$ cat config.mk
export PLATFORM = sky130hd
export DESIGN_NAME = key_debounce_short_long_press
export DESIGN_NICKNAME = d
export VERILOG_FILES = /design/src/sv/kdb_pkg.sv /design/src/sv/kdb_lane.sv /design/src/sv/kdb_out.sv /design/src/sv/key_debounce_short_long_press.sv
export SDC_FILE = /design/constraint.sdc
export NUM_CORES = 1
export LEC_CHECK = 0
export BUFFER_PORTS_ARGS = -buffer_cell sky130_fd_sc_hd__buf_2
export CAP_MARGIN = 10
export CORE_ASPECT_RATIO = 0.6
export CORE_MARGIN = 5
export CORE_UTILIZATION = 68
export DETAILED_ROUTE_END_ITERATION = 10
export PLACE_DENSITY = 0.95
export SLEW_MARGIN = 20
export SYNTH_ARGS = -nofsm -noshare
export SYNTH_HDL_FRONTEND = slang
export SYNTH_HIERARCHICAL = 1
export SYNTH_SLANG_ARGS = --single-unit
$ cat constraint.sdc
create_clock -name clk_i -period 6.45 [get_ports clk_i]
set_clock_uncertainty 0.1 [all_clocks]
set_input_delay 0.3225 -clock clk_i [delete_from_list [all_inputs] [get_ports clk_i]]
set_output_delay 0.3225 -clock clk_i [all_outputs]
set_load 0.02 [all_outputs]
$ cat src/sv/kdb_pkg.sv
`default_nettype none

package kdb_pkg;

  // Number of keys handled side by side, and the fixed width of the level and mask fields.
  localparam int unsigned NumKeys = 4;
  localparam int unsigned InW     = 4;
  localparam int unsigned TickW   = 16;
  localparam int unsigned CfgIdxW = 1;

  // Configuration register indexes.
  localparam logic [CfgIdxW-1:0] CfgDebounce = 1'd0;
  localparam logic [CfgIdxW-1:0] CfgLong     = 1'd1;

  // Reset values of the configuration registers.
  localparam logic [TickW-1:0] DebounceRst = 16'd2;
  localparam logic [TickW-1:0] LongRst     = 16'd100;

  // Per-key phase codes.
  localparam logic [1:0] PhIdle     = 2'd0;
  localparam logic [1:0] PhDebounce = 2'd1;
  localparam logic [1:0] PhPressed  = 2'd2;
  localparam logic [1:0] PhLong     = 2'd3;

  // Events that one key reports for one tick.
  typedef struct packed {
    logic short_hit;
    logic long_hit;
  } kdb_evt_t;

endpackage

`default_nettype wire

$ cat src/sv/kdb_lane.sv
`default_nettype none

module kdb_lane (
  input  wire                          clk_i,
  input  wire                          rst_ni,
  input  wire                          en_i,
  input  wire                          pressed_i,
  input  wire  [kdb_pkg::TickW-1:0]    debounce_i,
  input  wire  [kdb_pkg::TickW-1:0]    long_i,
  output kdb_pkg::kdb_evt_t            evt_o
);
  import kdb_pkg::*;

  logic [1:0]       phase_q, phase_d;
  logic [TickW-1:0] ticks_q, ticks_d;
  logic [TickW-1:0] base;
  kdb_evt_t         evt;

  // Phase step for one tick; the counter is then cleared or kept, and advanced by one.
  always_comb begin
    phase_d       = phase_q;
    base          = ticks_q;
    evt.short_hit = 1'b0;
    evt.long_hit  = 1'b0;
    unique case (phase_q)
      PhIdle: begin
        if (pressed_i) phase_d = PhDebounce;
        base = '0;
      end
      PhDebounce: begin
        if (!pressed_i) begin
          phase_d = PhIdle;
        end else if (ticks_q >= debounce_i) begin
          phase_d = PhPressed;
          base    = '0;
        end
      end
      PhPressed: begin
        if (!pressed_i) begin
          evt.short_hit = 1'b1;
          phase_d       = PhIdle;
          base          = '0;
        end else if (ticks_q >= long_i) begin
          evt.long_hit = 1'b1;
          phase_d      = PhLong;
        end
      end
      default: begin
        if (!pressed_i) phase_d = PhIdle;
        else base = '0;
      end
    endcase
    ticks_d = base + TickW'(1);
  end

  assign evt_o = en_i ? evt : '0;

  // The state only moves on an accepted tick.
  always_ff @(posedge clk_i or negedge rst_ni) begin
    if (!rst_ni) begin
      phase_q <= PhIdle;
      ticks_q <= '0;
    end else if (en_i) begin
      phase_q <= phase_d;
      ticks_q <= ticks_d;
    end
  end

`ifndef SYNTHESIS
  a_one_event: assert property (@(posedge clk_i) disable iff (!rst_ni)
    !(evt_o.short_hit && evt_o.long_hit))
    else $error("key reports short and long press in the same tick");
  a_short_from_pressed: assert property (@(posedge clk_i) disable iff (!rst_ni)
    evt_o.short_hit |=> phase_q == PhIdle && ticks_q == TickW'(1))
    else $error("short press did not return the key to idle");
  a_long_enters_long: assert property (@(posedge clk_i) disable iff (!rst_ni)
    evt_o.long_hit |=> phase_q == PhLong)
    else $error("long press did not enter the long-active phase");
`endif

endmodule

`default_nettype wire

$ cat src/sv/kdb_out.sv
`default_nettype none

module kdb_out (
  input  wire                                         clk_i,
  input  wire                                         rst_ni,
  input  wire                                         push_i,
  input  wire kdb_pkg::kdb_evt_t [kdb_pkg::NumKeys-1:0] evt_i,
  output logic                                        full_o,
  output logic                                        out_valid_o,
  input  wire                                         out_stall_i,
  output logic [kdb_pkg::InW-1:0]                     short_mask_o,
  output logic [kdb_pkg::InW-1:0]                     long_mask_o
);
  import kdb_pkg::*;

  logic [InW-1:0] mask_short, mask_long;
  logic [2*InW-1:0] head_q, head_d, tail_q, tail_d, entry_new;
  logic [1:0] count_q, count_d;
  logic pop;

  // Merge the lane events into one mask per kind; keys beyond the field width are dropped.
  for (genvar g = 0; g < InW; g++) begin : g_merge
    if (g < NumKeys) begin : g_key
      assign mask_short[g] = evt_i[g].short_hit;
      assign mask_long[g]  = evt_i[g].long_hit;
    end else begin : g_none
      assign mask_short[g] = 1'b0;
      assign mask_long[g]  = 1'b0;
    end
  end

  assign entry_new = {mask_short, mask_long};
  assign pop       = out_valid_o && !out_stall_i;

  // Two-entry output queue, so a new tick is taken while a result waits.
  always_comb begin
    head_d  = head_q;
    tail_d  = tail_q;
    count_d = count_q;
    unique case ({push_i, pop})
      2'b11: begin
        if (count_q == 2'd1) begin
          head_d = entry_new;
        end else begin
          head_d = tail_q;
          tail_d = entry_new;
        end
      end
      2'b10: begin
        if (count_q == 2'd0) head_d = entry_new;
        else tail_d = entry_new;
        count_d = count_q + 2'd1;
      end
      2'b01: begin
        head_d  = tail_q;
        count_d = count_q - 2'd1;
      end
      default: ;
    endcase
  end

  always_ff @(posedge clk_i or negedge rst_ni) begin
    if (!rst_ni) begin
      count_q <= '0;
    end else begin
      count_q <= count_d;
    end
  end

  always_ff @(posedge clk_i) begin
    head_q <= head_d;
    tail_q <= tail_d;
  end

  assign full_o       = count_q == 2'd2;
  assign out_valid_o  = count_q != 2'd0;
  assign short_mask_o = head_q[2*InW-1:InW];
  assign long_mask_o  = head_q[InW-1:0];

`ifndef SYNTHESIS
  a_count_range: assert property (@(posedge clk_i) disable iff (!rst_ni)
    count_q != 2'd3)
    else $error("output queue count out of range");
  a_no_overflow: assert property (@(posedge clk_i) disable iff (!rst_ni)
    full_o |-> !push_i)
    else $error("transaction pushed into a full output queue");
  a_push_grows: assert property (@(posedge clk_i) disable iff (!rst_ni)
    push_i && !pop |=> count_q == $past(count_q) + 2'd1)
    else $error("output queue lost a transaction");
`endif

endmodule

`default_nettype wire

$ cat src/sv/key_debounce_short_long_press.sv
// Key debouncer with short and long press detection.
// Input channel: each transaction is one tick carrying raw_levels_i, the active-low
// pin levels of all keys (0 means pressed). A transaction is taken when
// in_valid_i is high and in_stall_o is low.
// Output channel: exactly one transaction per input tick, carrying short_mask_o
// (keys released from the pressed phase) and long_mask_o (keys reaching the long
// press). A transaction completes when out_valid_o is high and out_stall_i is low.
// The result of a tick is registered into the output queue when the tick is taken.
// Throughput is one tick per cycle; the per-key phase update runs in four lanes
// in parallel, and a two-entry output queue decouples the channels, so in_stall_o
// rises only when two results wait behind a stalled receiver.
// Configuration: cfg_we_i writes cfg_data_i into register cfg_idx_i (0 is the
// debounce count, 1 the long-press count); write only while the block is idle.
// Reset clears every key to idle with a zero counter, empties the output queue and
// loads the counts 2 and 100.
`default_nettype none

module key_debounce_short_long_press (
  input  wire                              clk_i,
  input  wire                              rst_ni,
  input  wire                              cfg_we_i,
  input  wire  [kdb_pkg::CfgIdxW-1:0]      cfg_idx_i,
  input  wire  [kdb_pkg::TickW-1:0]        cfg_data_i,
  input  wire                              in_valid_i,
  output logic                             in_stall_o,
  input  wire  [kdb_pkg::InW-1:0]          raw_levels_i,
  output logic                             out_valid_o,
  input  wire                              out_stall_i,
  output logic [kdb_pkg::InW-1:0]          short_mask_o,
  output logic [kdb_pkg::InW-1:0]          long_mask_o
);
  import kdb_pkg::*;

  logic [TickW-1:0] debounce_q, long_q;
  logic             accept;
  logic             full;
  kdb_evt_t [NumKeys-1:0] evt;

  // Configuration registers.
  always_ff @(posedge clk_i or negedge rst_ni) begin
    if (!rst_ni) begin
      debounce_q <= DebounceRst;
      long_q     <= LongRst;
    end else if (cfg_we_i) begin
      unique case (cfg_idx_i)
        CfgDebounce: debounce_q <= cfg_data_i;
        CfgLong:     long_q     <= cfg_data_i;
        default: ;
      endcase
    end
  end

  assign in_stall_o = full;
  assign accept     = in_valid_i && !full;

  // One lane per key; a key without an input bit reads as released.
  for (genvar g = 0; g < NumKeys; g++) begin : g_lane
    logic pressed;
    if (g < InW) begin : g_pin
      assign pressed = !raw_levels_i[g];
    end else begin : g_nopin
      assign pressed = 1'b0;
    end
    kdb_lane u_lane (
      .clk_i      (clk_i),
      .rst_ni     (rst_ni),
      .en_i       (accept),
      .pressed_i  (pressed),
      .debounce_i (debounce_q),
      .long_i     (long_q),
      .evt_o      (evt[g])
    );
  end

  // Merge the lane events and queue the result.
  kdb_out u_out (
    .clk_i        (clk_i),
    .rst_ni       (rst_ni),
    .push_i       (accept),
    .evt_i        (evt),
    .full_o       (full),
    .out_valid_o  (out_valid_o),
    .out_stall_i  (out_stall_i),
    .short_mask_o (short_mask_o),
    .long_mask_o  (long_mask_o)
  );

endmodule

`default_nettype wire
# After elaboration in Yosys (flattened, before gate mapping)
# Cells that the tools add are included.
dict set report word_totals {
  word_cells 156
  output_inout_bits 10
  regBits 122
  in_bits 26
}
dict set report classes {
  eq_ne 28
  n_reduce_logical 25
  order_cmp 8
  bitwise_logic 1
  add_sub_neg 6
  mux 75
}
# op n
set op_table {}
lappend op_table {{16-bit two-way mux} 16}
lappend op_table {{16-bit case mux with 3 select lines} 4}
lappend op_table {{16-bit >= comparator} 8}
lappend op_table {{16-bit by 1-bit adder with 16-bit output, second input constant} 4}
lappend op_table {{2-bit two-way mux} 32}
lappend op_table {{8-bit two-way mux} 4}
lappend op_table {{3-bit by 2-bit != test with 1-bit output, second input constant} 8}
lappend op_table {{2-bit case mux with 3 select lines} 4}
lappend op_table {{8-bit case mux with 3 select lines} 1}
lappend op_table {{5-bit AND reduction} 4}
lappend op_table {{8-bit case mux with 2 select lines} 1}
lappend op_table {{4-bit nonzero test} 4}
lappend op_table {{2-bit equality test, second input constant} 7}
lappend op_table {{2-bit by 1-bit equality test with 1-bit output, second input constant} 6}
lappend op_table {{1-bit two-way mux} 12}
lappend op_table {{2-bit != test, second input constant} 6}
lappend op_table {{2-bit zero test} 5}
lappend op_table {{2-bit AND reduction} 3}
lappend op_table {{2-bit nonzero test} 3}
lappend op_table {{2-bit case mux with 2 select lines} 1}
lappend op_table {{3-bit AND reduction} 1}
lappend op_table {{3-bit nonzero test} 1}
lappend op_table {{2-bit by 1-bit adder with 2-bit output, second input constant} 1}
lappend op_table {{1-bit logical AND} 2}
lappend op_table {{other kinds (4)} 5}

# Longest topological paths before layout
# Gate-level depths: netlist of the first run.
dict set report logic_depth {
  word_depth 7
  ltp_mapped 16
  mapped_depth_nobuf 15
}

# Hierarchy
# The synthesis of the first run kept the hierarchy.
# mod seq_area_each_um2 cells_per_inst area_per_inst_um2 n_inst
set by_module_without_submodules {}
lappend by_module_without_submodules {{kdb_lane at g_lane[0].u_lane ...} 450.4 211 1773.0 3}
lappend by_module_without_submodules {{kdb_lane at g_lane[1].u_lane} 450.4 218 1854.3 1}
lappend by_module_without_submodules {key_debounce_short_long_press 805.8 74 1273.7 1}
lappend by_module_without_submodules {kdb_out 530.5 70 935.9 1}

# Worst setup path before layout of the first run
# Ideal clock, no wire load.
dict set report synth_timing {
  path_type {register to register}
  from {register g_lane[1].u_lane.ticks_q[0]}
  to {register g_lane[1].u_lane.ticks_q[14]}
  arrival_time_ns 3.073
  setup_ns 0.123
  path_buffers 1
  t_required_ns 6.227
  path_slack_ns 3.154
  path_stages_with_launch 17
  synth_period_minus_slack_ns 3.296
  cell_sequence {dfrtp_1 inv_1 ha_1 nand2b_4 a2111oi_4 o311a_1 o21ai_2 o21ai_4 buf_4 and2_1 ha_1 nand3_1 nor3_1 nand4_1 nor4_1 xnor2_1 nor2_1}
}
dict set report synth_between {
  elab_chain_cells 5
  word_cells_on_any_way 7
  classes_between {add/sub: 1; order compare: 1; mux: 5}
}
# item line
set synth_rtl {}
lappend synth_rtl {{start: declaration} kdb_lane.sv:15} ;# logic [TickW-1:0] ticks_q, ticks_d;
lappend synth_rtl {{start signal: assignment} kdb_lane.sv:65} ;# ticks_q <= ticks_d;
lappend synth_rtl {{16-bit >= comparator} kdb_lane.sv:33} ;# end else if (ticks_q >= debounce_i) begin
lappend synth_rtl {{16-bit two-way mux} kdb_lane.sv:33}
lappend synth_rtl {{16-bit two-way mux} kdb_lane.sv:31} ;# if (!pressed_i) begin
lappend synth_rtl {{16-bit case mux with 3 select lines *} kdb_lane.sv:25} ;# unique case (phase_q)
lappend synth_rtl {{16-bit by 1-bit adder with 16-bit output *} kdb_lane.sv:53} ;# ticks_d = base + TickW'(1);
# Every way passes the cells marked *; elsewhere a longest branch is shown, timed or not.
# A chain may end at the register's enable or synchronous reset.

# Worst setup path in the final report of the first run
dict set report layout_timing {
  from {register debounce_q[7]}
  to {register g_lane[0].u_lane.ticks_q[14]}
}
dict set report layout_between {
  elab_chain_cells 5
}
# item line
set layout_rtl {}
lappend layout_rtl {{start: declaration} key_debounce_short_long_press.sv:34} ;# logic [TickW-1:0] debounce_q, long_q;
lappend layout_rtl {{start signal: assignment} key_debounce_short_long_press.sv:42} ;# debounce_q <= DebounceRst;
lappend layout_rtl {{start signal: assignment} key_debounce_short_long_press.sv:46} ;# CfgDebounce: debounce_q <= cfg_data_i;
lappend layout_rtl {{16-bit >= comparator} kdb_lane.sv:33}
lappend layout_rtl {{16-bit two-way mux} kdb_lane.sv:33}
lappend layout_rtl {{16-bit two-way mux} kdb_lane.sv:31}
lappend layout_rtl {{16-bit case mux with 3 select lines} kdb_lane.sv:25}
lappend layout_rtl {{16-bit by 1-bit adder with 16-bit output} kdb_lane.sv:53}
lappend layout_rtl {{end signal: assignment} kdb_lane.sv:65}
lappend layout_rtl {{end: declaration} kdb_lane.sv:15}
# No other way between the ends.

==> results of run 1 <==
==> path summary, 6_finish.rpt <==
kind | from | endpoint | slack (ns) | cells past startpoint
max in group asynchronous | rst_ni | g_lane[2].u_lane/ticks_q[14] | 4.65 | 3
setup / recovery | debounce_q[7] | g_lane[0].u_lane/ticks_q[14] | 2.30 | 13
min in group asynchronous | rst_ni | g_lane[0].u_lane/ticks_q[4] | 0.33 | 2
hold / removal | cfg_data_i[8] | debounce_q[8] | 0.05 | 2
setup reg to reg | debounce_q[7] | g_lane[0].u_lane/ticks_q[14] | 2.30 | 13
hold reg to reg | u_out/count_q[1] | u_out/count_q[1] | 0.44 | 2
==> synth_stat cells, drive strengths merged, types with 5 or more instances <==
| cell | number |
|---|---|
| nand2 | 65 |
| buf | 13 |
| o22ai | 5 |
| mux2 | 38 |
| dfrtp | 102 |
| a2111oi | 9 |
| and3 | 8 |
| ha | 139 |
| a221oi | 7 |
| a211oi | 18 |
| edfxtp | 16 |
| mux2i | 9 |
| xnor2 | 13 |
| nor3 | 7 |
| a21oi | 60 |
| xor2 | 27 |
| o21ai | 38 |
| a31oi | 7 |
| a21o | 12 |
| nor2b | 8 |
| nand4 | 29 |
| nand3 | 50 |
| o211ai | 5 |
| inv | 155 |
| o311ai | 7 |
| o21a | 8 |
| nor2 | 78 |
| nand2b | 15 |
==> power by group through the flow <==
stage | Clock [mW] | Combinational, mW | Sequential, mW
4_1_cts | 0.932 | 1.30 | 1.18
5_1_grt | 0.973 | 1.46 | 1.21
3_3_place_gp | 0 | 1.16 | 1.18
2_1_floorplan | 0 | 0.955 | 1.14
3_5_place_dp | 0 | 1.24 | 1.19
6_report | 0.931 | 1.33 | 1.20
==> worst reg2reg max path, delay by kind of cell (launching register included) <==
kind                       cells  cell delay [ns]
AOI/OAI and AO/OA              4             1.17
adders and majority gates      2             0.60
and+or+nand+nor                6             1.47
DFF                            1             0.62
buffers and inverters          1             0.10
==> routing by layer <==
layer | track usage (%) | up-vias | wire length (um)
li1 | - | 3579 | -
met1 | 45.5 | 3862 | 11000
met2 | 51.1 | 519 | 11300
met3 | 9.48 | 141 | 2980
met4 | 16.7 | 0 | 1450
met5 | 0 | - | 0
==> logic make-up after synthesis <==
group           synth area share [%]
buf+inv                         7.67
fa+ha+maj                       18.5
xor+xnor                        3.73
compound gates                  15.2
simple gates                    15.4
mux                             6.00
flops                           33.4
==> layout make-up <==
cell class              instances  area share [%]
multi-input cells             701            54.0
inverters                     155            5.68
well taps                     175            2.14
clock inverters                11           0.819
repair buffers                 38            1.98
clock buffers                  21            4.70
flip-flops and latches        122            30.6
==> registers in the layout, indices dropped and copies added, names as in the netlist <==
name and cells:
debounce_q 16, long_q 16, u_out/tail_q 8, u_out/head_q 8, g_lane.u_lane/phase_q 8, u_out/count_q 2, g_lane.u_lane/ticks_q 64
==> per-stage QoR <==
step	setup slack (ns)	instances
after floorplan	3.15	995
after global placement	2.86	1190
after detailed placement	2.71	1190
after CTS	2.56	1223
after global routing	2.17	1223
final	2.30	1223
==> out/summary.txt, run 1 <==
Status - finished clean
Delay-heaviest family, CP - simple AND/OR/NAND/NOR gates
DR DRC count - 0
Number of synthesized flops with an enable pin - 16
DIE HEIGHT - 101 um
Die W - 162 um
Ys async rst share - 86.9%
Layout cell share with drive strength beyond 1 - 14.0%
Max Cap Viol - 0
Number of routed nets with antenna violations - 0
Fin area - 0.0102 mm^2
Vias/cell - 6.62
Total track usage - 33.9%
Post-synth top area share - 27.2%
Fin crit period - 4.15 ns
Clock power frac - 27.0%
Slew @ Worst Pin - 1.03 ns
Maximum root-to-sink buffer count - 2
Slew Limit Fails - 0
First-pass GRT wire length - 43.1 mm
Fin Hold WS - 0.0497 ns
CTS Hold Bufs - 1
Overflow after GRT - 0
TritonCTS clock tree - done
Pwr Density - 337 mW/mm^2
Sequential area share after synthesis - 33.4%
Final wirelength - 26.7 mm
Die area - 0.0163 mm^2
Crit-path max FO - 6
Synthesized Nets - 1,160
CP Data Required Time - 6.69 ns
Clk sink count - 122
Fin Setup TNS - 0 ns
HP Class - input pin to flip-flop
Setup CP Type - flip-flop to flip-flop
CTS resizes - 0
Root Buffer - clkbuf_16
Worst IR Drop VDD - 0.271 mV
Wire per inst - 21.8 um
Critical path launch point type - flip-flop
First-pass DRT Iterations - 5
Critical Path Slowest Stage Cell - dfrtp_1
Gpl congestion - 0.993
NumNets Final - 1,200
Clk_lat worst skew - 0.42 ns
Crit end category - flip-flop
Postcts setup bufs - 0
Sequential Area - 0.00314 mm^2
Ant diodes - 0
Ports - 36
Syn avg cell area - 9.43 um^2
Top cells by area, synth - dfrtp_1 (27%), ha_1 (19%), inv_1 (6.2%), edfxtp_1 (5.1%), a21oi_1 (3.2%)
Worst-path cell chain - inv_1 > ha_1 > nand2_1 > o21ai_0 > a2bb2oi_1 > a21oi_1 > nor2b_1 > ha_1 > nand3_1 > nor3_1 > nand2_1 > or2_2 > o22ai_1
Main synth FF type - dfrtp_1
Synthesized area - 0.00938 mm^2
WP buf/inv - 1
Most common cell after layout, fill and taps aside - inv_1
Fillers - 840
Synthesized instance count - 995
Fmax - 241 MHz
Area occupied by multi-input gates - 0.00553 mm^2
Switching power - 1.42 mW
YS warnings - 6
Clk pin slew, worst setup/hold paths - 0.06 ns
Gate power share - 38.4%
P_int - 2.03 mW
Initial Utilization - 69.1%
Post-layout total power - 3.45 mW
Largest area contributor in the netlist - dfrtp_1
Largest net degree at the start of global routing - 68
Final core occ - 75.4%
Count of input and output buffers - 35
Cell variety after synth - 61
DR iter-0 viols - 1,097
Slew margin rel. - 29.3%
Leakage power - 5.14 nW
Final hold violations - 0
Initial antenna violation count - 0
Sw Share - 41.2%
Unrepaired setup endpoints after global routing - no
Via Count - 8,101
Synthesized flop and latch total - 122
Largest stage delay, worst path - 0.62 ns
P&R area growth vs syn - 9.13%
Core area - 0.0136 mm^2
Site Rows - 33
Final HPWL DP - 18.2 mm
Vias in the first global route - 8,249
Placed cell area - 0.00966 mm^2
Final setup fails - 0
Final Cycle Share - 64.3%
CTS Buf Count - 17
Critical path arrival - 4.38 ns
Part of the power in registers - 34.6%
H-tree lvl count - 4
Most frequent cells in the layout - inv_1 (154), ha_1 (139), dfrtp_1 (102)
Note: power is estimated with default switching activity, not from simulation.
==> run 2, diff against run 1 <==
--- a/config.mk
+++ b/config.mk
@@ -9,9 +9,9 @@
 export CAP_MARGIN = 10
 export CORE_ASPECT_RATIO = 0.6
 export CORE_MARGIN = 5
-export CORE_UTILIZATION = 68
+export CORE_UTILIZATION = 57
 export DETAILED_ROUTE_END_ITERATION = 10
-export PLACE_DENSITY = 0.95
+export PLACE_DENSITY = 0.86
 export SLEW_MARGIN = 20
 export SYNTH_ARGS = -nofsm -noshare
 export SYNTH_HDL_FRONTEND = slang
==> constraint.sdc (replaced) <==
create_clock -name clk_i -period 3.7 [get_ports clk_i]
set_clock_uncertainty 0.1 [all_clocks]
set_input_delay 0.185 -clock clk_i [delete_from_list [all_inputs] [get_ports clk_i]]
set_output_delay 0.185 -clock clk_i [all_outputs]
set_load 0.02 [all_outputs]
==> run 2 against run 1 <==
Effect of this change:
- critical path depth stayed put
- non-clock buffer count is 37 higher
- die area is 18% higher
==> out/summary.txt, run 2 (synthesis results as in run 1) <==
Status - finished clean (unchanged)
Crit path top cell by count - ha_1
Fin crit period - 3.53 ns (was 4.15 ns)
Final hold violations - 0 (unchanged)
Placed cell area - 0.00986 mm^2 (was 0.00966 mm^2)
Final wirelength - 25.3 mm (was 26.7 mm)
Ports - 36 (unchanged)
Total track usage - 27.1% (was 33.9%)
Worst IR Drop VDD - 0.411 mV (was 0.271 mV)
Top reg by flops - g_lane.u_lane/ticks_q (unchanged)
Final HPWL DP - 18.4 mm (was 18.2 mm)
Initial Utilization - 58.0% (was 69.1%)
Final core occ - 65.9% (was 75.4%)
Slew margin rel. - 27.1% (was 29.3%)
Clk pin slew, worst setup/hold paths - 0.06 ns (about the same)
Gate power share - 37.8% (was 38.4%)
Leakage power - 5.31 nW (was 5.14 nW)
Slew Limit Fails - 0 (unchanged)
Crit-path max FO - 5 (was 6)
Root Buffer - clkbuf_16 (unchanged)
Critical path launch point type - flip-flop (unchanged)
Unrepaired setup endpoints after global routing - no (unchanged)
Sw Share - 40.0% (was 41.2%)
Fin Setup TNS - 0 ns (unchanged)
Critical path arrival - 3.77 ns (was 4.38 ns)
Top Registers - g_lane.u_lane/ticks_q x64, debounce_q x16, long_q x16 (unchanged)
Largest stage delay, worst path - 0.63 ns (was 0.62 ns)
Via Count - 7,890 (was 8,101)
Initial antenna violation count - 0 (unchanged)
Final setup fails - 0 (unchanged)
First-pass DRT Iterations - 5 (unchanged)
Vias/cell - 6.10 (was 6.62)
Critical Path Slowest Stage Cell - dfstp_2 (was dfrtp_1)
Count of input and output buffers - 35 (unchanged)
Die W - 176 um (was 162 um)
Crit end category - flip-flop (unchanged)
Most frequent cells in the layout - inv_1 (154), ha_1 (139), dfrtp_1 (102) (unchanged)
Max Cap Viol - 0 (unchanged)
Maximum root-to-sink buffer count - 2 (unchanged)
Clk_lat worst skew - 0.44 ns (was 0.42 ns)
Slew @ Worst Pin - 1.09 ns (was 1.03 ns)
Vias in the first global route - 7,786 (was 8,249)
WP buf/inv - 1 (unchanged)
CP Data Required Time - 3.94 ns (was 6.69 ns)
Most common cell after layout, fill and taps aside - inv_1 (unchanged)
DR DRC count - 0 (unchanged)
Number of flip-flops in the largest register - 64 (unchanged)
HP Class - input pin to flip-flop (unchanged)
Layout cell share with drive strength beyond 1 - 15.7% (was 14.0%)
Fin area - 0.0107 mm^2 (was 0.0102 mm^2)
Clk sink count - 122 (unchanged)
Gpl congestion - 0.941 (was 0.993)
TritonCTS clock tree - done (unchanged)
Clock power frac - 28.1% (was 27.0%)
Overflow after GRT - 0 (unchanged)
Site Rows - 36 (was 33)
Largest net degree at the start of global routing - 57 (was 68)
P_int - 3.68 mW (was 2.03 mW)
DIE HEIGHT - 109 um (was 101 um)
DR iter-0 viols - 764 (was 1,097)
Setup CP Type - flip-flop to flip-flop (unchanged)
Die area - 0.0192 mm^2 (was 0.0163 mm^2)
Ant diodes - 0 (unchanged)
Worst-path cell chain - inv_1 > ha_1 > o21ai_0 > o21ai_1 > a2111oi_4 > a21oi_1 > nor2b_1 > ha_1 > nand3_1 > nor3_1 > nand2_1 > or2_2 > o22ai_1 (was inv_1 > ha_1 > nand2_1 > o21ai_0 > a2bb2oi_1 > a21oi_1 > nor2b_1 > ha_1 > nand3_1 > nor3_1 > nand2_1 > or2_2 > o22ai_1)
Core area - 0.0162 mm^2 (was 0.0136 mm^2)
P&R area growth vs syn - 13.6% (was 9.13%)
First-pass GRT wire length - 40.2 mm (was 43.1 mm)
NumNets Final - 1,237 (was 1,200)
Part of the power in registers - 34.1% (was 34.6%)
Final Cycle Share - 95.4% (was 64.3%)
H-tree lvl count - 4 (unchanged)
Number of routed nets with antenna violations - 0 (unchanged)
Switching power - 2.46 mW (was 1.42 mW)
Delay-heaviest family, CP - compound AO/OA/AOI/OAI gates (was simple AND/OR/NAND/NOR gates)
CTS Buf Count - 17 (unchanged)
Pwr Density - 576 mW/mm^2 (was 337 mW/mm^2)
Wire per inst - 19.6 um (was 21.8 um)
Fmax - 283 MHz (was 241 MHz)
run 2: cell count changes in the layout (fill, tap and decap cells not counted), moves of 2 or more:
| cell | delta |
|---|---|
| a21oi_2 | +2 |
| clkinvlp_4 | +3 |
| buf_4 | +20 |
| clkinv_4 | -2 |
| a21oi_1 | -2 |
| dlygate4sd3_1 | +16 |
run 2: final timing paths:
check | end | slack (ns) | cells after the start | startpoint
max in group asynchronous | long_q[5] | 2.47 | 3 | rst_ni
min | g_lane[1].u_lane/phase_q[1] | 0.07 | 4 | raw_levels_i[1]
min reg2reg | u_out/head_q[7] | 0.45 | 1 | u_out/tail_q[7]
min in group asynchronous | g_lane[2].u_lane/ticks_q[5] | 0.25 | 2 | rst_ni
max reg2reg | g_lane[2].u_lane/ticks_q[14] | 0.17 | 13 | debounce_q[1]
max | g_lane[2].u_lane/ticks_q[14] | 0.17 | 13 | debounce_q[1]
run 2: metrics by stage:
| stage | power [mW] | std cells | setup WS (ns) | hold WS, ns |
|---|---|---|---|---|
| 2_1_floorplan | 3.65 | 995 | 0.404 | -0.211 |
| 3_3_place_gp | 4.17 | 1243 | 0.398 | 0.158 |
| 3_5_place_dp | 4.30 | 1243 | 0.186 | 0.173 |
| 4_1_cts | 6.06 | 1292 | 0.166 | 0.0524 |
| 5_1_grt | 6.50 | 1294 | 0.0135 | 0.0967 |
| 6_report | 6.13 | 1294 | 0.169 | 0.0707 |
run 2: area by class of cell:
cell class | count | area (um^2)
inverter | 155 | 582
clock buffer | 21 | 493
timing repair buffer | 75 | 533
tap | 209 | 262
clock inverter | 11 | 108
multi-input combinational | 701 | 5540
fill | 1226 | 5520
sequential | 122 | 3140
run 2: worst reg2reg max path: cells and delay by family, from the launching register on:
family | cells | cell delay (ns)
AND/OR/NAND/NOR | 5 | 0.97
flip-flops | 1 | 0.63
adder cells (fa/ha/maj) | 2 | 0.53
AO/OA/AOI/OAI | 5 | 1.15
buffers and inverters | 1 | 0.07
run 2: what timing repair did:
| item | 4_1_cts | 5_1_grt |
|---|---|---|
| endpoints found under the hold margin | 80 | 0 |
| hold buffers | 17 | 0 |
| setup endpoints to repair | 0 | 8 |
| buffers inserted | 0 | 2 |
| resized for setup | 0 | 2 |
run 2: routing by layer:
layer	vias up	wire length [um]	track usage (%)
li1	3657	-	-
met1	3845	11500	37.5
met2	325	11100	42.6
met3	63	2060	6.70
met4	0	702	8.57
met5	-	0	0
run 2: power by group through the flow:
stage | combinational, mW | sequential, mW | clock [mW]
6_report | 2.32 | 2.09 | 1.72
5_1_grt | 2.58 | 2.12 | 1.81
4_1_cts | 2.26 | 2.07 | 1.74
3_5_place_dp | 2.22 | 2.09 | 0
3_3_place_gp | 2.11 | 2.07 | 0
2_1_floorplan | 1.66 | 1.98 | 0
